`config.mk`:
```
export PLATFORM = sky130hd
export DESIGN_NAME = alu_with_flags_register_top
export DESIGN_NICKNAME = d
export VERILOG_FILES = /design/src/hw/rtl/awfr_pkg.sv /design/src/hw/rtl/awfr_dp.sv /design/src/hw/rtl/awfr_ctrl.sv /design/src/hw/rtl/alu_with_flags_register_top.sv
export VERILOG_INCLUDE_DIRS = /design/src /design/src/hw/rtl
export SDC_FILE = /design/constraint.sdc
export NUM_CORES = 1
export LEC_CHECK = 0
export ABC_AREA = 1
export BUFFER_PORTS_ARGS = -buffer_cell sky130_fd_sc_hd__buf_2
export CORE_MARGIN = 10
export CORE_UTILIZATION = 45
export CTS_BUF_LIST = sky130_fd_sc_hd__clkbuf_16
export DETAILED_ROUTE_END_ITERATION = 7
export HOLD_SLACK_MARGIN = 0.05
export SLEW_MARGIN = 20
export SYNTH_ARGS = -nofsm -noshare
export SYNTH_HDL_FRONTEND = slang
export SYNTH_SLANG_ARGS = --single-unit
```
`constraint.sdc`:
```
create_clock -name clk_i -period 9.2 [get_ports clk_i]
set_clock_uncertainty 0.15 [all_clocks]
set_input_delay 1.38 -clock clk_i [delete_from_list [all_inputs] [get_ports clk_i]]
set_output_delay 1.38 -clock clk_i [all_outputs]
set_load 0.02 [all_outputs]
```
`src/hw/rtl/assert_macros.svh`:
```
// ----------------------------------------------------------------------------
// Assertion macros
// Shared concurrent assertion helpers for the ALU block.
// ----------------------------------------------------------------------------
`ifndef ASSERT_MACROS_SVH
`define ASSERT_MACROS_SVH

// Concurrent assertion on an explicit clock and active-low reset.
`define ASSERT_CLK(name, clk, rst_n, prop, msg) \
  name: assert property (@(posedge clk) disable iff (!rst_n) (prop)) else $error(msg);

// Concurrent assertion on the block's default clock and reset.
`define ASSERT_DFLT(name, prop, msg) `ASSERT_CLK(name, clk_i, rst_ni, prop, msg)

`endif

```
`src/hw/rtl/awfr_pkg.sv`:
```
// ----------------------------------------------------------------------------
// awfr_pkg
// Opcodes, flag positions and controller/datapath interface types.
// ----------------------------------------------------------------------------
package awfr_pkg;

  localparam int unsigned OpW   = 6;
  localparam int unsigned DataW = 16;
  localparam int unsigned CntW  = 5;

  // Operation codes.
  localparam logic [OpW-1:0] OP_ADD_W  = 6'd0;
  localparam logic [OpW-1:0] OP_ADC_B  = 6'd1;
  localparam logic [OpW-1:0] OP_ADD_B  = 6'd2;
  localparam logic [OpW-1:0] OP_ADD_WB = 6'd3;
  localparam logic [OpW-1:0] OP_SUB_B  = 6'd4;
  localparam logic [OpW-1:0] OP_SUB_W  = 6'd5;
  localparam logic [OpW-1:0] OP_SBB_W  = 6'd6;
  localparam logic [OpW-1:0] OP_SBB_B  = 6'd7;
  localparam logic [OpW-1:0] OP_CLD    = 6'd8;
  localparam logic [OpW-1:0] OP_STD    = 6'd9;
  localparam logic [OpW-1:0] OP_CLI    = 6'd10;
  localparam logic [OpW-1:0] OP_STI    = 6'd11;
  localparam logic [OpW-1:0] OP_STC    = 6'd12;
  localparam logic [OpW-1:0] OP_CLC    = 6'd13;
  localparam logic [OpW-1:0] OP_CMC    = 6'd14;
  localparam logic [OpW-1:0] OP_XOR_B  = 6'd15;
  localparam logic [OpW-1:0] OP_OR_B   = 6'd16;
  localparam logic [OpW-1:0] OP_OR_W   = 6'd17;
  localparam logic [OpW-1:0] OP_AND_B  = 6'd18;
  localparam logic [OpW-1:0] OP_TEST_B = 6'd19;
  localparam logic [OpW-1:0] OP_CMP_B  = 6'd20;
  localparam logic [OpW-1:0] OP_CMP_W  = 6'd21;
  localparam logic [OpW-1:0] OP_INC_W  = 6'd22;
  localparam logic [OpW-1:0] OP_INC_B  = 6'd23;
  localparam logic [OpW-1:0] OP_DEC_B  = 6'd24;
  localparam logic [OpW-1:0] OP_DEC_W  = 6'd25;
  localparam logic [OpW-1:0] OP_SHL_W  = 6'd26;
  localparam logic [OpW-1:0] OP_SHL_B  = 6'd27;
  localparam logic [OpW-1:0] OP_SHR_B  = 6'd28;
  localparam logic [OpW-1:0] OP_MUL_W  = 6'd29;
  localparam logic [OpW-1:0] OP_MUL_B  = 6'd30;
  localparam logic [OpW-1:0] OP_RCL_W  = 6'd31;
  localparam logic [OpW-1:0] OP_RCL_B  = 6'd32;
  localparam logic [OpW-1:0] OP_RCR_B  = 6'd33;

  // Flag bit positions in the 8086 flags word.
  localparam int unsigned FLAG_CF = 0;
  localparam int unsigned FLAG_PF = 2;
  localparam int unsigned FLAG_ZF = 6;
  localparam int unsigned FLAG_SF = 7;
  localparam int unsigned FLAG_IF = 9;
  localparam int unsigned FLAG_DF = 10;
  localparam int unsigned FLAG_OF = 11;

  // Bits of the flags word that no operation ever writes.
  localparam logic [DataW-1:0] FLAGS_UNUSED_MASK = 16'hF13A;

  // Commands from the controller to the datapath.
  typedef struct packed {
    logic load;      // capture the input beat
    logic exec;      // evaluate the operation or set up the rotate
    logic rot_step;  // one rotate-through-carry step
    logic rot_fin;   // commit the rotate result and flags
    logic out_load;  // move the result into the output register
  } cmd_t;

  // Status from the datapath to the controller.
  typedef struct packed {
    logic is_rot;    // the captured opcode is a rotate through carry
    logic rot_zero;  // no rotate steps remain
  } sts_t;

endpackage

```
`src/hw/rtl/awfr_dp.sv`:
```
// ----------------------------------------------------------------------------
// awfr_dp
// ALU datapath: operand capture, single-cycle operations, rotate unit,
// flags register and output register.
// ----------------------------------------------------------------------------
module awfr_dp (
  input  logic                                clk_i,
  input  logic                                rst_ni,
  input  awfr_pkg::cmd_t                      cmd_i,
  output awfr_pkg::sts_t                      sts_o,
  input  logic [awfr_pkg::OpW-1:0]            opcode_i,
  input  logic [awfr_pkg::DataW-1:0]          operand_a_i,
  input  logic [awfr_pkg::DataW-1:0]          operand_b_i,
  output logic [awfr_pkg::DataW-1:0]          result_low_o,
  output logic [awfr_pkg::DataW-1:0]          result_high_o,
  output logic                                write_back_o,
  output logic [awfr_pkg::DataW-1:0]          flags_out_o
);
  import awfr_pkg::*;

  // Reciprocal constants for the count reduction modulo 17 and modulo 9.
  localparam logic [15:0] Recip17 = 16'd241;
  localparam logic [13:0] Recip9  = 14'd57;

  logic [OpW-1:0]   op_q;
  logic [DataW-1:0] a_q, b_q;
  logic [DataW-1:0] flags_q;
  logic [DataW-1:0] res_lo_q, res_hi_q;
  logic             res_wb_q;
  logic [DataW-1:0] rot_t_q;
  logic             rot_c_q;
  logic [CntW-1:0]  rot_n_q;
  logic             rcr_of_q;
  logic [DataW-1:0] out_lo_q, out_hi_q, out_flags_q;
  logic             out_wb_q;

  logic [7:0]  a8, b8;
  logic        cf_in;
  logic [16:0] add_w, add_wb, sub_w, sbb_w;
  logic [8:0]  add_b, adc_b, sub_b, sbb_b;
  logic [31:0] mul_w;
  logic [15:0] mul_b;
  logic [15:0] shl_w;
  logic [7:0]  shl_b, shr_b;
  logic        is_rot;
  logic [15:0] q17_prod;
  logic [7:0]  m17, n17;
  logic [13:0] q9_prod;
  logic [7:0]  m9, n9;
  logic [DataW-1:0] ex_lo, ex_hi, ex_flags, fin_flags;
  logic             ex_wb, zsp_upd, zsp_word;

  assign a8    = a_q[7:0];
  assign b8    = b_q[7:0];
  assign cf_in = flags_q[FLAG_CF];

  // Adders, subtractors, multipliers and shifters.
  assign add_w  = {1'b0, a_q} + {1'b0, b_q};
  assign add_wb = {1'b0, a_q} + {9'b0, b8};
  assign add_b  = {1'b0, a8} + {1'b0, b8};
  assign adc_b  = add_b + {8'b0, cf_in};
  assign sub_w  = {1'b0, a_q} - {1'b0, b_q};
  assign sbb_w  = sub_w - {16'b0, cf_in};
  assign sub_b  = {1'b0, a8} - {1'b0, b8};
  assign sbb_b  = sub_b - {8'b0, cf_in};
  assign mul_w  = {16'b0, a_q} * {16'b0, b_q};
  assign mul_b  = {8'b0, a8} * {8'b0, b8};
  assign shl_w  = (b8 >= 8'd16) ? '0 : (a_q << b8[3:0]);
  assign shl_b  = (b8 >= 8'd8) ? '0 : (a8 << b8[2:0]);
  assign shr_b  = (b8 >= 8'd8) ? '0 : (a8 >> b8[2:0]);

  assign is_rot = (op_q == OP_RCL_W) || (op_q == OP_RCL_B) || (op_q == OP_RCR_B);

  // Rotate count reduced modulo 17 (word) or 9 (byte) by reciprocal multiply.
  assign q17_prod = {8'b0, b8} * Recip17;
  assign m17      = {4'b0, q17_prod[15:12]} * 8'd17;
  assign n17      = b8 - m17;
  assign q9_prod  = {6'b0, b8} * Recip9;
  assign m9       = {3'b0, q9_prod[13:9]} * 8'd9;
  assign n9       = b8 - m9;

  // Result and flags of the single-cycle operations.
  always_comb begin
    ex_lo    = '0;
    ex_hi    = '0;
    ex_wb    = 1'b1;
    ex_flags = flags_q;
    zsp_upd  = 1'b0;
    zsp_word = 1'b0;
    unique case (op_q) inside
      OP_ADD_W: begin
        ex_lo = add_w[15:0]; ex_flags[FLAG_CF] = add_w[16];
        zsp_upd = 1'b1; zsp_word = 1'b1;
      end
      OP_ADC_B: begin
        ex_lo = {8'b0, adc_b[7:0]}; ex_flags[FLAG_CF] = adc_b[8];
        zsp_upd = 1'b1;
      end
      OP_ADD_B: begin
        ex_lo = {8'b0, add_b[7:0]}; ex_flags[FLAG_CF] = add_b[8];
        zsp_upd = 1'b1;
      end
      OP_ADD_WB: begin
        ex_lo = add_wb[15:0]; ex_flags[FLAG_CF] = add_wb[16];
        zsp_upd = 1'b1; zsp_word = 1'b1;
      end
      OP_SUB_B, OP_CMP_B: begin
        ex_lo = {8'b0, sub_b[7:0]}; ex_flags[FLAG_CF] = sub_b[8];
        zsp_upd = 1'b1; ex_wb = (op_q == OP_SUB_B);
      end
      OP_SUB_W, OP_CMP_W: begin
        ex_lo = sub_w[15:0]; ex_flags[FLAG_CF] = sub_w[16];
        zsp_upd = 1'b1; zsp_word = 1'b1; ex_wb = (op_q == OP_SUB_W);
      end
      OP_SBB_W: begin
        ex_lo = sbb_w[15:0]; ex_flags[FLAG_CF] = sbb_w[16];
        zsp_upd = 1'b1; zsp_word = 1'b1;
      end
      OP_SBB_B: begin
        ex_lo = {8'b0, sbb_b[7:0]}; ex_flags[FLAG_CF] = sbb_b[8];
        zsp_upd = 1'b1;
      end
      OP_CLD: begin ex_flags[FLAG_DF] = 1'b0; ex_wb = 1'b0; end
      OP_STD: begin ex_flags[FLAG_DF] = 1'b1; ex_wb = 1'b0; end
      OP_CLI: begin ex_flags[FLAG_IF] = 1'b0; ex_wb = 1'b0; end
      OP_STI: begin ex_flags[FLAG_IF] = 1'b1; ex_wb = 1'b0; end
      OP_STC: begin ex_flags[FLAG_CF] = 1'b1; ex_wb = 1'b0; end
      OP_CLC: begin ex_flags[FLAG_CF] = 1'b0; ex_wb = 1'b0; end
      OP_CMC: begin ex_flags[FLAG_CF] = ~cf_in; ex_wb = 1'b0; end
      OP_XOR_B, OP_OR_B, OP_AND_B, OP_TEST_B: begin
        if (op_q == OP_XOR_B) begin
          ex_lo = {8'b0, a8 ^ b8};
        end else if (op_q == OP_OR_B) begin
          ex_lo = {8'b0, a8 | b8};
        end else begin
          ex_lo = {8'b0, a8 & b8};
        end
        ex_flags[FLAG_CF] = 1'b0; ex_flags[FLAG_OF] = 1'b0;
        zsp_upd = 1'b1; ex_wb = (op_q != OP_TEST_B);
      end
      OP_OR_W: begin
        ex_lo = a_q | b_q;
        ex_flags[FLAG_CF] = 1'b0; ex_flags[FLAG_OF] = 1'b0;
        zsp_upd = 1'b1; zsp_word = 1'b1;
      end
      OP_INC_W: begin ex_lo = a_q + 16'd1; zsp_upd = 1'b1; zsp_word = 1'b1; end
      OP_INC_B: begin ex_lo = {8'b0, a8 + 8'd1}; zsp_upd = 1'b1; end
      OP_DEC_B: begin ex_lo = {8'b0, a8 - 8'd1}; zsp_upd = 1'b1; end
      OP_DEC_W: begin ex_lo = a_q - 16'd1; zsp_upd = 1'b1; zsp_word = 1'b1; end
      OP_SHL_W: begin ex_lo = shl_w; zsp_upd = 1'b1; zsp_word = 1'b1; end
      OP_SHL_B: begin ex_lo = {8'b0, shl_b}; zsp_upd = 1'b1; end
      OP_SHR_B: begin ex_lo = {8'b0, shr_b}; zsp_upd = 1'b1; end
      OP_MUL_W: begin
        ex_lo = mul_w[15:0]; ex_hi = mul_w[31:16];
        ex_flags[FLAG_CF] = (mul_w[31:16] != '0);
        ex_flags[FLAG_OF] = (mul_w[31:16] != '0);
      end
      OP_MUL_B: begin
        ex_lo = mul_b;
        ex_flags[FLAG_CF] = (mul_b[15:8] != '0);
        ex_flags[FLAG_OF] = (mul_b[15:8] != '0);
      end
      default: begin
        // Undefined codes and rotates: rotates are committed later.
        ex_wb = 1'b0;
      end
    endcase
    // Zero, sign and parity from the low result.
    if (zsp_upd) begin
      ex_flags[FLAG_ZF] = zsp_word ? (ex_lo == '0) : (ex_lo[7:0] == '0);
      ex_flags[FLAG_SF] = zsp_word ? ex_lo[15] : ex_lo[7];
      ex_flags[FLAG_PF] = ~^ex_lo[7:0];
    end
  end

  // Flags at the end of a rotate.
  always_comb begin
    fin_flags = flags_q;
    fin_flags[FLAG_CF] = rot_c_q;
    if (b8 == 8'd1) begin
      if (op_q == OP_RCR_B) begin
        fin_flags[FLAG_OF] = rcr_of_q;
      end else if (op_q == OP_RCL_W) begin
        fin_flags[FLAG_OF] = rot_t_q[15] ^ rot_c_q;
      end else begin
        fin_flags[FLAG_OF] = rot_t_q[7] ^ rot_c_q;
      end
    end
  end

  // Flags register.
  always_ff @(posedge clk_i or negedge rst_ni) begin
    if (!rst_ni) begin
      flags_q <= '0;
    end else if (cmd_i.exec && !is_rot) begin
      flags_q <= ex_flags;
    end else if (cmd_i.rot_fin) begin
      flags_q <= fin_flags;
    end
  end

  // Operand capture.
  always_ff @(posedge clk_i) begin
    if (cmd_i.load) begin
      op_q <= opcode_i;
      a_q  <= operand_a_i;
      b_q  <= operand_b_i;
    end
  end

  // Rotate-through-carry unit: set up, then one bit each step.
  always_ff @(posedge clk_i) begin
    if (cmd_i.exec) begin
      rot_t_q  <= (op_q == OP_RCL_W) ? a_q : {8'b0, a8};
      rot_c_q  <= cf_in;
      rot_n_q  <= (op_q == OP_RCL_W) ? n17[CntW-1:0] : n9[CntW-1:0];
      rcr_of_q <= a8[7] ^ cf_in;
    end else if (cmd_i.rot_step) begin
      rot_n_q <= rot_n_q - CntW'(1);
      if (op_q == OP_RCL_W) begin
        rot_t_q <= {rot_t_q[14:0], rot_c_q};
        rot_c_q <= rot_t_q[15];
      end else if (op_q == OP_RCL_B) begin
        rot_t_q <= {8'b0, rot_t_q[6:0], rot_c_q};
        rot_c_q <= rot_t_q[7];
      end else begin
        rot_t_q <= {8'b0, rot_c_q, rot_t_q[7:1]};
        rot_c_q <= rot_t_q[0];
      end
    end
  end

  // Finished result.
  always_ff @(posedge clk_i) begin
    if (cmd_i.exec && !is_rot) begin
      res_lo_q <= ex_lo;
      res_hi_q <= ex_hi;
      res_wb_q <= ex_wb;
    end else if (cmd_i.rot_fin) begin
      res_lo_q <= rot_t_q;
      res_hi_q <= '0;
      res_wb_q <= 1'b1;
    end
  end

  // Output register.
  always_ff @(posedge clk_i) begin
    if (cmd_i.out_load) begin
      out_lo_q    <= res_lo_q;
      out_hi_q    <= res_hi_q;
      out_wb_q    <= res_wb_q;
      out_flags_q <= flags_q;
    end
  end

  assign sts_o.is_rot   = is_rot;
  assign sts_o.rot_zero = (rot_n_q == '0);

  assign result_low_o  = out_lo_q;
  assign result_high_o = out_hi_q;
  assign write_back_o  = out_wb_q;
  assign flags_out_o   = out_flags_q;

endmodule

```
`src/hw/rtl/awfr_ctrl.sv`:
```
// ----------------------------------------------------------------------------
// awfr_ctrl
// Controller: sequences capture, execute, rotate steps and result hand-off,
// and owns the input stall and output valid.
// ----------------------------------------------------------------------------
module awfr_ctrl (
  input  logic           clk_i,
  input  logic           rst_ni,
  input  logic           in_valid_i,
  output logic           in_stall_o,
  output logic           out_valid_o,
  input  logic           out_stall_i,
  input  awfr_pkg::sts_t sts_i,
  output awfr_pkg::cmd_t cmd_o
);
  import awfr_pkg::*;

  localparam logic [1:0] S_IDLE = 2'd0;
  localparam logic [1:0] S_EXEC = 2'd1;
  localparam logic [1:0] S_ROT  = 2'd2;
  localparam logic [1:0] S_DONE = 2'd3;

  logic [1:0] state_q, state_d;
  logic       out_valid_q, out_valid_d;
  logic       slot_free;

  // The output register can take a new beat when empty or being drained.
  assign slot_free = !out_valid_q || !out_stall_i;

  // Next state and command decode.
  always_comb begin
    state_d = state_q;
    cmd_o   = '0;
    unique case (state_q)
      S_IDLE: begin
        if (in_valid_i) begin
          cmd_o.load = 1'b1;
          state_d    = S_EXEC;
        end
      end
      S_EXEC: begin
        cmd_o.exec = 1'b1;
        state_d    = sts_i.is_rot ? S_ROT : S_DONE;
      end
      S_ROT: begin
        if (sts_i.rot_zero) begin
          cmd_o.rot_fin = 1'b1;
          state_d       = S_DONE;
        end else begin
          cmd_o.rot_step = 1'b1;
        end
      end
      S_DONE: begin
        if (slot_free) begin
          cmd_o.out_load = 1'b1;
          state_d        = S_IDLE;
        end
      end
      default: state_d = S_IDLE;
    endcase
  end

  // Output valid: set on hand-off, cleared when the beat is taken.
  always_comb begin
    out_valid_d = out_valid_q;
    if (cmd_o.out_load) begin
      out_valid_d = 1'b1;
    end else if (out_valid_q && !out_stall_i) begin
      out_valid_d = 1'b0;
    end
  end

  always_ff @(posedge clk_i or negedge rst_ni) begin
    if (!rst_ni) begin
      state_q     <= S_IDLE;
      out_valid_q <= 1'b0;
    end else begin
      state_q     <= state_d;
      out_valid_q <= out_valid_d;
    end
  end

  assign in_stall_o  = (state_q != S_IDLE);
  assign out_valid_o = out_valid_q;

endmodule

```
`src/hw/rtl/alu_with_flags_register_top.sv`:
```
// An accepted beat passes through execute and then hand-off to the output register;
// rotates add n steps of the one-bit-per-cycle rotate-through-carry unit, where n is
// the count reduced modulo 17 (word) or 9 (byte), up to 16. Hand-off waits while the
// output is full and stalled; a new beat is accepted only once the block is idle again.
// Reset clears the flags word, the controller state and the output valid.
// ----------------------------------------------------------------------------
// alu_with_flags_register_top
// 8086-subset ALU with a stored flags word, valid/stall on both channels.
// ----------------------------------------------------------------------------
module alu_with_flags_register_top (
  input  logic                       clk_i,
  input  logic                       rst_ni,
  input  logic                       in_valid_i,
  output logic                       in_stall_o,
  input  logic [awfr_pkg::OpW-1:0]   opcode_i,
  input  logic [awfr_pkg::DataW-1:0] operand_a_i,
  input  logic [awfr_pkg::DataW-1:0] operand_b_i,
  output logic                       out_valid_o,
  input  logic                       out_stall_i,
  output logic [awfr_pkg::DataW-1:0] result_low_o,
  output logic [awfr_pkg::DataW-1:0] result_high_o,
  output logic                       write_back_o,
  output logic [awfr_pkg::DataW-1:0] flags_out_o
);
  import awfr_pkg::*;

  `include "assert_macros.svh"

  cmd_t cmd;
  sts_t sts;

  // Sequencer.
  awfr_ctrl u_ctrl (
    .clk_i       (clk_i),
    .rst_ni      (rst_ni),
    .in_valid_i  (in_valid_i),
    .in_stall_o  (in_stall_o),
    .out_valid_o (out_valid_o),
    .out_stall_i (out_stall_i),
    .sts_i       (sts),
    .cmd_o       (cmd)
  );

  // Datapath.
  awfr_dp u_dp (
    .clk_i         (clk_i),
    .rst_ni        (rst_ni),
    .cmd_i         (cmd),
    .sts_o         (sts),
    .opcode_i      (opcode_i),
    .operand_a_i   (operand_a_i),
    .operand_b_i   (operand_b_i),
    .result_low_o  (result_low_o),
    .result_high_o (result_high_o),
    .write_back_o  (write_back_o),
    .flags_out_o   (flags_out_o)
  );

  // An accepted beat keeps the block busy on the next cycle.
  `ASSERT_DFLT(a_busy_after_accept, (in_valid_i && !in_stall_o) |=> in_stall_o, "not busy after accept")

  // A new result appears only as the block returns to idle.
  `ASSERT_DFLT(a_idle_on_result, $rose(out_valid_o) |-> !in_stall_o, "result without idle")

  // Flag bits that no operation writes stay clear.
  `ASSERT_DFLT(a_unused_flags, out_valid_o |-> ((flags_out_o & FLAGS_UNUSED_MASK) == '0), "unused flag set")

endmodule
```
=== After elaboration in Yosys (flattened, before gate mapping) ===
Cells that the tools add are included.
Widths: inputs -> output; s select.

* Register bits: 144
* Input port bits: 42
* Output and inout bits: 51
* Word-level logic and storage cells: 191

* $add $sub $neg: 15
* Multipliers: 6
* Magnitude comparators: 2
* Equal/unequal tests: 43
* Shifts and indexed selects: 3
* Mux-type cells: 56
* Bitwise gates (word level): 8
* Reductions and logical operators: 37

{| class="wikitable"
|+ Operator list
! operator !! number
|-
| $pmux 16 s19 || 1
|-
| $mux 16 || 11
|-
| $eq 6x5->1 const B || 16
|-
| $eq 6x4->1 const B || 8
|-
| $mul 16x16->32 || 1
|-
| $mux 8 || 4
|-
| $eq 6x3->1 const B || 4
|-
| $mux 1 || 24
|-
| $mux 12 || 2
|-
| $reduce_or 22->1 || 1
|-
| $add 16x16->17 || 1
|-
| $add 16x8->17 || 1
|-
| $sub 16x16->17 || 1
|-
| $sub 17x1->17 || 1
|-
| $add 16x1->16 const B || 1
|-
| $logic_not 16->1 || 1
|-
| $mul 8x8->16 || 1
|-
| $mul 8x8->16 const B || 1
|-
| $or 16x16->16 || 1
|-
| $reduce_bool 16->1 || 1
|-
| $reduce_or 16->1 || 1
|-
| $shl 16x4->16 || 1
|-
| $sub 16x1->16 const B || 1
|-
| $mux 5 || 3
|-
| 54 further kinds || 82
|}

=== Longest topological paths before layout ===
Gate-level depths: netlist (run 1).

* Word-level depth: 8
* Mapped depth: 35
* Depth with buffers taken out: 33

=== By module ===
Synthesis (run 1) repeated with hierarchy kept, for this count alone.

* Cell total of the unflattened synthesis: 3,278
* Area, all modules: 24,648.6 µm²

{| class="wikitable"
|+ Modules (own cells, without submodules)
! module !! times used !! cells an instance !! area an instance (µm²) !! seq. area each (µm²)
|-
| awfr_dp || 1 || 3,237 || 24,369.6 || 4,199.0
|-
| awfr_ctrl || 1 || 41 || 279.0 || 75.1
|}

=== Least setup slack after synthesis (run 1) ===
Ideal clock, no wire load.

* Kind: register -> register
* From: register u_dp.b_q[2]
* To: register u_dp.flags_q[0]
* Setup time: 0.126 ns
* Arrival time: 6.348 ns
* Path slack: 2.576 ns
* Stages on the path, launching flop included: 33
* Cells stage by stage: edfxtp_1 buf_2 clkbuf_1 clkbuf_1 clkbuf_1 nand2_1 fa_1 fa_1 fa_1 inv_1 fa_1 fa_1 inv_1 fa_1 inv_1 ha_1 nand2_1 nor2_1 inv_1 nor2_1 nand2_1 nand2_1 nand2_1 nand3_1 nand2_1 nor2_1 nand2_1 nor2_1 nand2_1 nand2_1 nand2_1 o21ai_0 a21oi_1

* Longest elaborated chain between the ends: 4
* Elaborated cells between the ends (all ways): 14
* Classes of those cells: 8 x add/sub; 2 x mul; 2 x mux; 2 x reduce/logical

{| class="wikitable"
|+ RTL lines
! what !! RTL line !! text
|-
| start, declared || awfr_dp.sv:26 || <nowiki>logic [DataW-1:0] a_q, b_q;</nowiki>
|-
| start signal, assigned || awfr_dp.sv:207 || <nowiki>b_q <= operand_b_i;</nowiki>
|-
| $mul 16x16->32, or another cell as far along || awfr_dp.sv:66 || <nowiki>assign mul_w = {16'b0, a_q} * {16'b0, b_q};</nowiki>
|-
| $reduce_bool 16->1, or another cell as far along || awfr_dp.sv:155 || <nowiki>ex_flags[FLAG_CF] = (mul_w[31:16] != '0);</nowiki>
|-
| $pmux 1 s13 * || awfr_dp.sv:90 || <nowiki>unique case (op_q) inside</nowiki>
|-
| $mux 12 * || awfr_dp.sv:195 || <nowiki>end else if (cmd_i.exec && !is_rot) begin</nowiki>
|-
| end signal, assigned || awfr_dp.sv:196 || <nowiki>flags_q <= ex_flags;</nowiki>
|-
| end signal, assigned || awfr_dp.sv:198 || <nowiki>flags_q <= fin_flags;</nowiki>
|-
| end, declared || awfr_dp.sv:27 || <nowiki>logic [DataW-1:0] flags_q;</nowiki>
|}

Mark *: on every way between the ends. The rest lies on a longest branch, timed or not.
A chain may end at the register's enable or synchronous reset.

=== Worst setup path after layout (run 1) ===
* From: register u_dp.a_q[7]
* To: register u_dp.flags_q[0]

* Longest elaborated chain between the ends: 4
* Elaborated cells between the ends (all ways): 14
* Classes of those cells: 8 x add/sub; 2 x mul; 2 x mux; 2 x reduce/logical

{| class="wikitable"
|+ RTL lines
! what !! RTL line !! text
|-
| start, declared || awfr_dp.sv:26 ||
|-
| start signal, assigned || awfr_dp.sv:206 || <nowiki>a_q <= operand_a_i;</nowiki>
|-
| $mul 16x16->32, or another cell as far along || awfr_dp.sv:66 ||
|-
| $reduce_bool 16->1, or another cell as far along || awfr_dp.sv:155 ||
|-
| $pmux 1 s13 * || awfr_dp.sv:90 ||
|-
| $mux 12 * || awfr_dp.sv:195 ||
|}

Marks and branches as above.

==> results of run 1 <==
cells in the final DEF (no fill, tap or decap), types with 4 or more instances in the layout:
cell type                     n
sky130_fd_sc_hd__o21ai_0    121
sky130_fd_sc_hd__ha_1       289
sky130_fd_sc_hd__nand2_1    851
sky130_fd_sc_hd__a21o_1       4
sky130_fd_sc_hd__conb_1       9
sky130_fd_sc_hd__inv_2       13
sky130_fd_sc_hd__nor2_2      12
sky130_fd_sc_hd__nand2_2     11
sky130_fd_sc_hd__a31oi_1     11
sky130_fd_sc_hd__dfrtp_1     10
sky130_fd_sc_hd__o21bai_1    14
sky130_fd_sc_hd__o211ai_1    17
sky130_fd_sc_hd__o2111ai_1    4
sky130_fd_sc_hd__nand4_1     45
sky130_fd_sc_hd__o22ai_1     10
sky130_fd_sc_hd__buf_2       83
sky130_fd_sc_hd__nor4_1       6
sky130_fd_sc_hd__buf_4       37
sky130_fd_sc_hd__nor2_1     226
sky130_fd_sc_hd__inv_1      695
sky130_fd_sc_hd__edfxtp_1   134
sky130_fd_sc_hd__xor2_1      32
sky130_fd_sc_hd__a21boi_0     6
sky130_fd_sc_hd__xnor2_1     10
sky130_fd_sc_hd__a21oi_1    137
sky130_fd_sc_hd__clkbuf_16   17
sky130_fd_sc_hd__inv_6        5
sky130_fd_sc_hd__a211oi_1     5
sky130_fd_sc_hd__nor3_1      27
sky130_fd_sc_hd__nand3_1    227
sky130_fd_sc_hd__nand3b_1     7
sky130_fd_sc_hd__o221ai_1     5
sky130_fd_sc_hd__o21a_1       9
sky130_fd_sc_hd__or2_2       12
sky130_fd_sc_hd__fa_1       255
sky130_fd_sc_hd__nor2_4       4
layout make-up:
class | count | area [µm²]
fillers | 5669 | 28300
multi-input cells | 2412 | 17400
flip-flops and latches | 144 | 4270
inverters | 711 | 2670
well taps | 704 | 881
repair buffers | 120 | 693
clock buffers | 17 | 425
clock inverters | 15 | 191
diodes | 1 | 2.50
cells in the mapped netlist (9+ instances only):
master / count / area, µm²
sky130_fd_sc_hd__nand4_1: 45 / 282
sky130_fd_sc_hd__o21bai_1: 14 / 105
sky130_fd_sc_hd__nor3_1: 27 / 135
sky130_fd_sc_hd__buf_4: 13 / 97.6
sky130_fd_sc_hd__clkbuf_1: 66 / 248
sky130_fd_sc_hd__nand2_2: 11 / 68.8
sky130_fd_sc_hd__nand3_1: 227 / 1140
sky130_fd_sc_hd__inv_2: 12 / 45.0
sky130_fd_sc_hd__a31oi_1: 11 / 68.8
sky130_fd_sc_hd__inv_1: 696 / 2610
sky130_fd_sc_hd__o21a_1: 9 / 67.6
sky130_fd_sc_hd__nor2_2: 12 / 75.1
sky130_fd_sc_hd__dfrtp_1: 10 / 250
sky130_fd_sc_hd__o21ai_0: 121 / 606
sky130_fd_sc_hd__a21oi_1: 138 / 691
sky130_fd_sc_hd__o211ai_1: 17 / 128
sky130_fd_sc_hd__xor2_1: 32 / 280
sky130_fd_sc_hd__buf_2: 20 / 100
sky130_fd_sc_hd__or2_2: 12 / 75.1
sky130_fd_sc_hd__edfxtp_1: 134 / 4020
sky130_fd_sc_hd__nand2_1: 851 / 3190
sky130_fd_sc_hd__xnor2_1: 10 / 87.6
sky130_fd_sc_hd__buf_1: 9 / 33.8
sky130_fd_sc_hd__o22ai_1: 10 / 62.6
sky130_fd_sc_hd__fa_1: 255 / 5100
sky130_fd_sc_hd__nor2_1: 226 / 848
sky130_fd_sc_hd__ha_1: 289 / 3620
worst max path at each step:
stage | startpoint | cells after the start | slack (ns) | endpoint
after floorplan | u_dp.b_q[2] | 32 | 2.58 | u_dp.flags_q[0]
after global placement | u_dp.a_q[7] | 28 | 2.01 | u_dp.flags_q[0]
after detailed placement | u_dp.a_q[7] | 28 | 2.11 | u_dp.flags_q[0]
after CTS | u_dp.a_q[7] | 28 | 2.07 | u_dp.flags_q[0]
after global routing | u_dp.a_q[7] | 28 | 1.59 | u_dp.flags_q[0]
final | u_dp.a_q[7] | 28 | 2.02 | u_dp.flags_q[0]
cell families after synthesis:
logic type | share of synthesized area
buffers and inverters | 0.128
XOR/XNOR | 0.0148
flip-flops | 0.172
AND/OR/NAND/NOR | 0.246
multiplexers | 0.000403
adder cells (fa/ha/maj) | 0.351
other | 0.000151
AO/OA/AOI/OAI | 0.0868
routing by layer:
metal	part of all wire	vias up	GRT usage
met5	0.00015	-	0
met4	0.052	2	0.143
met3	0.062	194	0.0374
met2	0.48	809	0.450
met1	0.41	10700	0.335
li1	-	10700	-
flip-flops by register name (all words and copies together), names as in the netlist, 2 cells and up:
register	cells
u_dp.a_q	16
u_dp.b_q	16
u_dp.res_hi_q	16
u_dp.res_lo_q	16
u_dp.result_high_o	16
u_dp.result_low_o	16
u_dp.rot_t_q	16
u_dp.flags_out_o	7
u_dp.flags_q	7
u_dp.op_q	6
u_dp.rot_n_q	5
u_ctrl.state_q	2
critical path: cells and delay by family, from the launching register on:
family | cells | cell delay, ns
buffers and inverters | 6 | 0.86
adder cells (fa/ha/maj) | 8 | 3.82
flip-flops | 1 | 0.33
AO/OA/AOI/OAI | 3 | 0.71
AND/OR/NAND/NOR | 11 | 1.16
stage by stage:
step	instances	hold slack (ns)	worst slack (ns)
6_report	4124	0.267	2.02
5_1_grt	4123	0.274	1.59
4_1_cts	4123	0.271	2.07
3_5_place_dp	4091	0.255	2.11
3_3_place_gp	4091	0.251	2.01
2_1_floorplan	3378	0.250	2.58
==> results.txt, run 1 <==
The startpoint identified for the worst hold timing path is u_dp.res_hi_q[8]. The later pin in the worst-skew pair is clocked with a latency of 0.50 ns. The global placement routability congestion came out at 1.02. For the share of the core filled with cells in the final layout, the log shows 0.484. The number of violations of the max-capacitance limit is 0. The tools report the TritonCTS buffer count as 17. By startpoint and endpoint, the worst setup path is classified as reg -> reg. Summed over all layers, the routed wires come to 85.9 mm. The worst register-to-register path begins at u_dp.a_q[7]. The worst reg2reg path endpoint was u_dp.flags_q[0]. No sink is reached through more buffers than the 2 on the longest clock path. The first detailed-routing pass ran for 6 iterations. Global routing finished with a remaining overflow of 0. After clock tree synthesis, the clock-pin slew on the worst setup and hold paths is 0.09 ns. For the detailed-route via count, the log shows 22400. The critical path endpoint category is a flip-flop.

The count of buffers from port buffering was 83. The slowest stage of the critical path belongs to the cell sky130_fd_sc_hd__fa_1. The floorplan step set the die width to 255 µm. The most used flip-flop cell after synthesis is sky130_fd_sc_hd__edfxtp_1.

Measured in cells, the most critical reg-to-reg path has a length of 28. The mean number of vias per cell came out at 5.42. Once detailed placement completed, the half-perimeter wirelength came to 69.8 mm. The logs give 132 mm for the first-pass GRT wire length and 22400 for the number of global-route vias before repair. The final critical path time including I/O delays and setup came out at 7.18 ns. The flip-flop and latch count after synthesis was 144. The flow ran to the end, and the final reports show no timing, DRC or antenna violations. For the pin count of the biggest net entering global routing, the log shows 41. Row generation in the floorplan step produced 86 rows. In this design, the stage delay of the slowest critical-path cell is 0.59 ns. Relative to the synthesized area, the layout overhead comes to 7.00%.

Worst relative slew slack: 0.335. The initial core utilization is 0.452, and the pin slew with the least headroom to its limit is 0.990 ns. The proportion of synthesized flip-flops having asynchronous set or reset was 0.0694.

The count of nets left with antenna violations once routing finished came out at 0. The DRC violation count after routing is 0, and the instance area at placement is 25900 µm². The total routing usage reported by global routing was 0.270; the average footprint of a synthesized cell was 7.37 µm². The path with the worst hold slack has its endpoint at u_dp.result_high_o[8]. Setup violations remaining at the end of the flow were counted as 0. The min-delay analysis places its worst path in the category reg -> reg. The synthesized area came out at 24800 µm². The number of setup buffers added after CTS was 0; the final sum of negative setup slack was 0 ns. For the worst-case register-to-register setup slack, the log shows 2.02 ns. The total count of hold-check failures in the final report was 0.

The largest fanout on the critical path is 21. Derived from the worst setup path, the maximum achievable clock frequency is 139 MHz. The share of final-layout standard cells stronger than drive strength 1 was 0.0649; the violation count after the first detailed-routing iteration was 1856. Count of flip-flops with a built-in enable after synthesis: 134. The worst setup path is launched from a flip-flop. The run gives 7.39 ns as the critical path data arrival time.

Summing all non-filler instances in the final layout gives an area of 26600 µm². TritonCTS built the clock tree. Synthesis produced a netlist whose cell count is 3370. Setup repair after global routing left no endpoint under its margin. The tree is rooted in a sky130_fd_sc_hd__clkbuf_16. The share of the cycle needed by the critical path after routing was 0.780; the final max-slew violation count was 0. In this run the count of I/O pins placed on the die edge is 93. Synthesis instantiated 66 different standard cells from the library. The number of clock sinks is 144, and the placeable core area is 54900 µm².

The height of the chip works out to 255 µm. The total of cells resized after clock tree synthesis is 0, and the number of synthesis warnings is 0. The area of the die was 65000 µm².

The run gives 0.172 as the proportion of synthesized chip area in sequential cells. The final net count was 3992. In this design, the critical path's most frequently occurring cell is sky130_fd_sc_hd__nand2_1.

In this run the number of H-tree levels came out at 4. STA puts the critical path data required time at 9.41 ns. The number of antenna violations at the first check in global routing is 2, and the average detailed-routed wire length per instance is 20.8 µm.

Buffers inserted to repair hold after CTS numbered 0. The count of cells along the worst hold path works out to 0.
Power of run 1 is left out: the tool's default activity adds up to more than one toggle a clock period on the data nets, which glitch-free logic cannot reach.
==> inputs of run 2 (changes only) <==
==> constraint.sdc (replaced) <==
create_clock -name clk_i -period 7.1 [get_ports clk_i]
set_clock_uncertainty 0.15 [all_clocks]
set_input_delay 1.065 -clock clk_i [delete_from_list [all_inputs] [get_ports clk_i]]
set_output_delay 1.065 -clock clk_i [all_outputs]
set_load 0.02 [all_outputs]
==> run 2 against run 1 <==
Sequential share of layout area decreased by 0.32 points. Hold slack better by 0.0021 ns. Final area is 2.1% higher. Register-to-register slack worse by 1.8 ns. Routed wire length increased by 1.9%. Critical path depth is the same. Global-route usage increased by 0.57 points. Sequential cell count unchanged. Setup slack got worse by 1.8 ns. First-iteration DRC count is 5.1% higher. Via count rose by 0.64%. Critical path type unchanged.
==> results.txt, run 2 (synthesis results as in run 1) <==
The flow ran to the end, and the final reports show no timing, DRC or antenna violations. Clock transition time at the flip-flop clock pins of the worst setup and hold paths: 0.07 ns. For the worst setup path, the data required time is 7.37 ns. The startpoint identified for the worst register-to-register timing path is u_dp.b_q[4]. For the pin count of the biggest net entering global routing, the log shows 41. The worst setup path is of the reg -> reg kind. Registers take 4270 µm². The pin slew with the least headroom to its limit works out to 0.909 ns. The total count of hold-check failures in the final report is 0, and the placed wire-length estimate is 72.3 mm.

The run gives 1 as the number of antenna violations at the first check in global routing. The cell depth of the worst flop-to-flop path came out at 28. The total overflow left after global routing is 0. The critical path contains buffers and inverters numbering 7 combined.

The tools report the final max-slew violation count as 0. The global placement routability congestion came out at 1.01. The run gives 17400 µm² as the total area of multi-input combinational cells. The height of the chip came out at 255 µm. The mean number of vias per cell works out to 5.37. The library cell used most frequently in the layout, excluding fill and tap cells, is sky130_fd_sc_hd__nand2_1.

TritonCTS built the clock tree. The critical path crosses 28 cells after its start point. The critical path's largest stage delay works out to 0.54 ns. The tools report the clock tree root buffer cell as sky130_fd_sc_hd__clkbuf_16. Family of cells with the greatest summed delay on the critical path: adder cells.

After floorplanning, the core was divided into 86 placement rows. The run gives 65000 µm² as the area of the die. The number of violations of the max-capacitance limit is 0. The cell with the largest stage delay on the worst path was sky130_fd_sc_hd__fa_1. The final sum of negative setup slack was 0 ns; the worst-case register-to-register setup slack was 0.27 ns. For this run, the top clock speed supported by timing is 146 MHz.

The met2 layer wire length in the routed design was 40.6 mm. The clock drives 144 sinks. The average detailed-routed wire length per instance was 20.9 µm; the area of all placed cells without fillers was 27100 µm².

The library cells used most frequently in the layout, excluding fill and tap cells, are sky130_fd_sc_hd__nand2_1, sky130_fd_sc_hd__inv_1, sky130_fd_sc_hd__ha_1. The type of the most critical hold path is reg -> reg. The critical path endpoint category is a flip-flop.

The tools report the critical path data arrival time as 7.10 ns. The detailed-route via count was 22500. From synthesis to final layout, the design area changed by 9.21%. Across all setup checks in the final design, the least slack found is 0.272 ns.

For this block, the initial DRC count from the detailed router was 1950. For this run, design rule violations remaining after detail routing come to 0. During I/O placement, the number of pins put on the boundary was 93. At the placement stage, the worst setup path has a slack of 0.111 ns.

Final setup violation count: 0. The highest metal layer with signal wires is met4. STA classifies the critical path startpoint as a flip-flop. The placeable core area was 54900 µm². The total routing usage reported by global routing is 0.276, and the die width is 255 µm. The run gives 0 as the residual antenna-violating net count after detailed routing. The fill cell total of the finished layout is 5597. TritonCTS buffer count: 17.

The critical path starts at u_dp.b_q[4]. Counting along the longest clock path gives a buffer depth of 2. The H-tree was split into 4 levels.

The largest fanout on the critical path was 10; the total iterations of the first detailed-routing run was 6. After layout, the minimum clock period comes to 6.83 ns. The worst register-to-register path ends at u_dp.flags_q[6].

The number of global-route vias before repair was 22500. The run gives 87.5 mm as the total wire length after detailed routing. Share of final-layout standard cells stronger than drive strength 1: 0.0843. The tools report the origin of the worst min-delay path as u_dp.res_lo_q[2].

Initial core utilization: 0.452. The share of the cycle needed by the critical path after routing is 0.962, and the detailed-routed wire length on met3 is 5.54 mm. The final net count is 4060.

The detailed-route wire length on metal 1 came out at 37.5 mm. Setup repair after global routing left no endpoint under its margin. For the worst-skew pair, the clock arrives at the later sink with an insertion delay of 0.52 ns. The tools report the worst relative slew slack as 0.392. First-pass GRT wire length: 135 mm. The critical path capture point is u_dp.flags_q[6]. Instance area at placement: 26400 µm². The count of buffers added on input and output ports is 83.
==> run 2: repair_timing <==
| action | in CTS | in global routing |
|---|---|---|
| setup endpoints to repair | 0 | 5 |
| resized for setup | 0 | 7 |
| setup buffers | 0 | 17 |
| hold buffers | 0 | 0 |
==> run 2: metrics by stage <==
stage,utilization,hold slack (ns),instances
detailed placement,0.480,0.255,4142
global route,0.494,0.268,4192
floorplan,-,0.250,3378
finish,0.494,0.269,4192
CTS,0.491,0.271,4174
global placement,0.480,0.251,4142
==> run 2: final cells by class <==
type,instances,area share
Multi-Input combinational cell,2412,0.643
Sequential cell,144,0.158
Inverter,711,0.0984
Antenna cell,1,0.0000923
Tap cell,704,0.0325
Clock inverter,15,0.00609
Clock buffer,17,0.0157
Timing Repair Buffer,188,0.0462
==> run 2: worst reg2reg max path: cells and delay by family, from the launching register on <==
kind	cells	cell delay, ns
AND/OR/NAND/NOR	13	1.95
AO/OA/AOI/OAI	1	0.17
flip-flops	1	0.53
buffers and inverters	7	0.63
adder cells (fa/ha/maj)	7	3.33
==> run 2: worst min path at each step <==
stage,to,depth (start not counted)
after global routing,u_dp.result_high_o[9],0
after CTS,u_dp.flags_q[11],1
after floorplan,u_dp.result_high_o[0],0
after detailed placement,u_dp.result_high_o[8],0
after global placement,u_dp.result_high_o[10],0
final,u_dp.result_low_o[2],0
==> run 2: per-layer routing <==
layer	up-vias	track usage
li1	10800	-
met1	10700	0.361
met2	831	0.453
met3	161	0.0317
met4	0	0.120
met5	-	0
Power of run 2 is left out for the same reason.
==> inputs of run 3 (changes only) <==
--- a/config.mk
+++ b/config.mk
@@ -7,11 +7,11 @@
 export NUM_CORES = 1
 export LEC_CHECK = 0
 export ABC_AREA = 1
-export BUFFER_PORTS_ARGS = -buffer_cell sky130_fd_sc_hd__buf_2
 export CORE_MARGIN = 10
 export CORE_UTILIZATION = 45
 export CTS_BUF_LIST = sky130_fd_sc_hd__clkbuf_16
 export DETAILED_ROUTE_END_ITERATION = 7
+export DONT_BUFFER_PORTS = 1
 export HOLD_SLACK_MARGIN = 0.05
 export SLEW_MARGIN = 20
 export SYNTH_ARGS = -nofsm -noshare
==> run 3 against run 2 <==
Register-to-register slack worse by 0.08 ns. Hold slack worse by 0.16 ns. Largest cell class unchanged. Setup slack got worse by 0.079 ns. Clock-buffer cell count unchanged. Routed wire length increased by 5.0%. Via count increased by 1.3%.
==> results.txt, run 3 (synthesis results as in run 1) <==
The flow ran to the end, and the final reports show no timing, DRC or antenna violations. Share of final-layout standard cells stronger than drive strength 1: 0.0627. The fill cell total of the finished layout came out at 5560. For this block, the via count after detailed routing is 22800. In the final layout, the multi-input gates occupy 17500 µm². For this run, the detailed router's first-pass iteration total came to 6.

The critical path's largest stage delay was 0.55 ns; the final max-slew violation count was 0. After global routing the overflow that remains totals 0. Start-to-end type of the worst setup path: reg -> reg.

Buffers inserted during clock tree synthesis total 17. Across the run, the number of max-cap violations was 0. The number of antenna violations at the first check in global routing was 6; the global placement routability congestion was 1.01. The worst register-to-register path has a depth of 30. The height of the chip is 255 µm, and the DRC violation count after routing is 0.

The run gives 0.109 ns as the final worst hold slack. The critical path data arrival time was 7.19 ns; the filler-free cell count of the finished design was 4106. TritonCTS built the clock tree. The most numerous cell type found on the critical path is sky130_fd_sc_hd__inv_1. Registers take 4270 µm².

Compared with the post-synthesis result, the final layout area differs by 7.80%. The number of global-route vias before repair is 23200. The clock passes through at most 2 buffers. The tools report the clock tree root buffer cell as sky130_fd_sc_hd__clkbuf_16. The clock transition time at the flip-flop clock pins of the worst setup and hold paths is 0.07 ns.

The average detailed-routed wire length per instance was 22.4 µm; the residual antenna-violating net count after detailed routing was 0. The logs give 3972 for the final net count and 144 for the number of clock sinks. Worst relative slew slack: 0.329. The total routing usage reported by global routing was 0.289.

The tools report the placeable core area as 54900 µm². The startpoint identified for the worst register-to-register timing path is u_dp.a_q[7]. The type of the most critical hold path is in -> async.

In this run the worst path has a maximum fanout of 14. For the achievable clock frequency, the log shows 145 MHz. The cell with the largest stage delay on the worst path was sky130_fd_sc_hd__fa_1. At the pin with the least slew margin, the transition time is 0.993 ns. Data on the critical path is required at its endpoint by 7.39 ns.

The floorplan step defined a die boundary enclosing 65000 µm². From left edge to right edge, the die measures 255 µm. The initialized floorplan defines 86 standard-cell rows. For the worst-skew pair, the clock arrives at the later sink with an insertion delay of 0.52 ns. Including well taps, the total number of placed cells is 4054. Entering global routing, the biggest net connects 41 pins. Setup violations remaining at the end of the flow were counted as 0. The most frequent standard cell in the layout excluding fill and tap cells is sky130_fd_sc_hd__nand2_1. The mean number of vias per cell is 5.55, and the share of the cycle needed by the critical path after routing is 0.973.

For the total wire length after detailed routing, the log shows 91.9 mm. Initial core utilization: 0.452. In this run the critical register-to-register path is captured at u_dp.flags_q[6]. After the first detailed-routing iteration, the DRC count stood at 2126. The depth of the CTS H-tree was 4; the total count of hold-check failures in the final report was 0.

Leaving out fill and tap cells, the most frequent cells in the layout are sky130_fd_sc_hd__nand2_1, sky130_fd_sc_hd__inv_1, sky130_fd_sc_hd__ha_1. The number of ports placed on the die boundary is 93, and the first-pass GRT wire length is 140 mm. The run gives 0.19 ns as the worst-case register-to-register setup slack. The placed wire-length estimate is 76.4 mm, and the final critical path time including I/O delays and setup is 6.91 ns. Critical path endpoint category: a flip-flop.

STA classifies the critical path startpoint as a flip-flop. In this run the tool buffered the top-level ports with 0 buffer cells.
## run 3: area by class of cell
| cell class | instances | share of cell area |
|---|---|---|
| Antenna cell | 3 | 0.000280 |
| Clock buffer | 17 | 0.0159 |
| Clock inverter | 15 | 0.00697 |
| Inverter | 711 | 0.0997 |
| Multi-Input combinational cell | 2412 | 0.653 |
| Sequential cell | 144 | 0.160 |
| Tap cell | 704 | 0.0329 |
| Timing Repair Buffer | 100 | 0.0314 |
## run 3: critical path, delay by kind of cell, from the launching register on
| kind | cells | cell delay (ns) |
|---|---|---|
| simple gates | 13 | 1.76 |
| compound gates | 2 | 0.37 |
| buf+inv | 8 | 0.71 |
| flops | 1 | 0.46 |
| fa+ha+maj | 7 | 3.39 |
## run 3: routing by layer
layer / up-vias / part of all wire / GRT usage
li1: 10600 / - / -
met5: - / 0.00014 / 0
met4: 2 / 0.055 / 0.144
met1: 11100 / 0.41 / 0.356
met2: 869 / 0.48 / 0.494
met3: 219 / 0.057 / 0.0357
## run 3: worst max path at each step
stage / from / to / cells after the start
floorplan: u_dp.b_q[2] / u_dp.flags_q[0] / 32
global placement: u_dp.b_q[5] / u_dp.flags_q[6] / 29
detailed placement: u_dp.b_q[5] / u_dp.flags_q[6] / 29
CTS: u_dp.a_q[4] / u_dp.flags_q[6] / 29
global route: u_dp.b_q[5] / u_dp.flags_q[11] / 32
finish: u_dp.a_q[7] / u_dp.flags_q[6] / 30
## run 3: through the flow
| step | cell area, µm² | setup slack [ns] | TNS [ns] | utilization |
|---|---|---|---|---|
| after CTS | 26600 | 0.00934 | 0 | 0.485 |
| final | 26800 | 0.193 | 0 | 0.488 |
| after detailed placement | 26000 | 0.0101 | 0 | 0.473 |
| after global placement | 26000 | 0.0170 | 0 | 0.473 |
| after global routing | 26800 | -0.00812 | -0.00812 | 0.488 |
| after floorplan | 24900 | 0.476 | 0 | - |
## run 3: timing repair
item                                   CTS  global route
resized for setup                        0            19
hold buffers                             1             0
setup endpoints to repair                1             6
buffers inserted                         3            13
endpoints found under the hold margin    2             0
cloned                                   0             0
Power of run 3 is left out for the same reason.
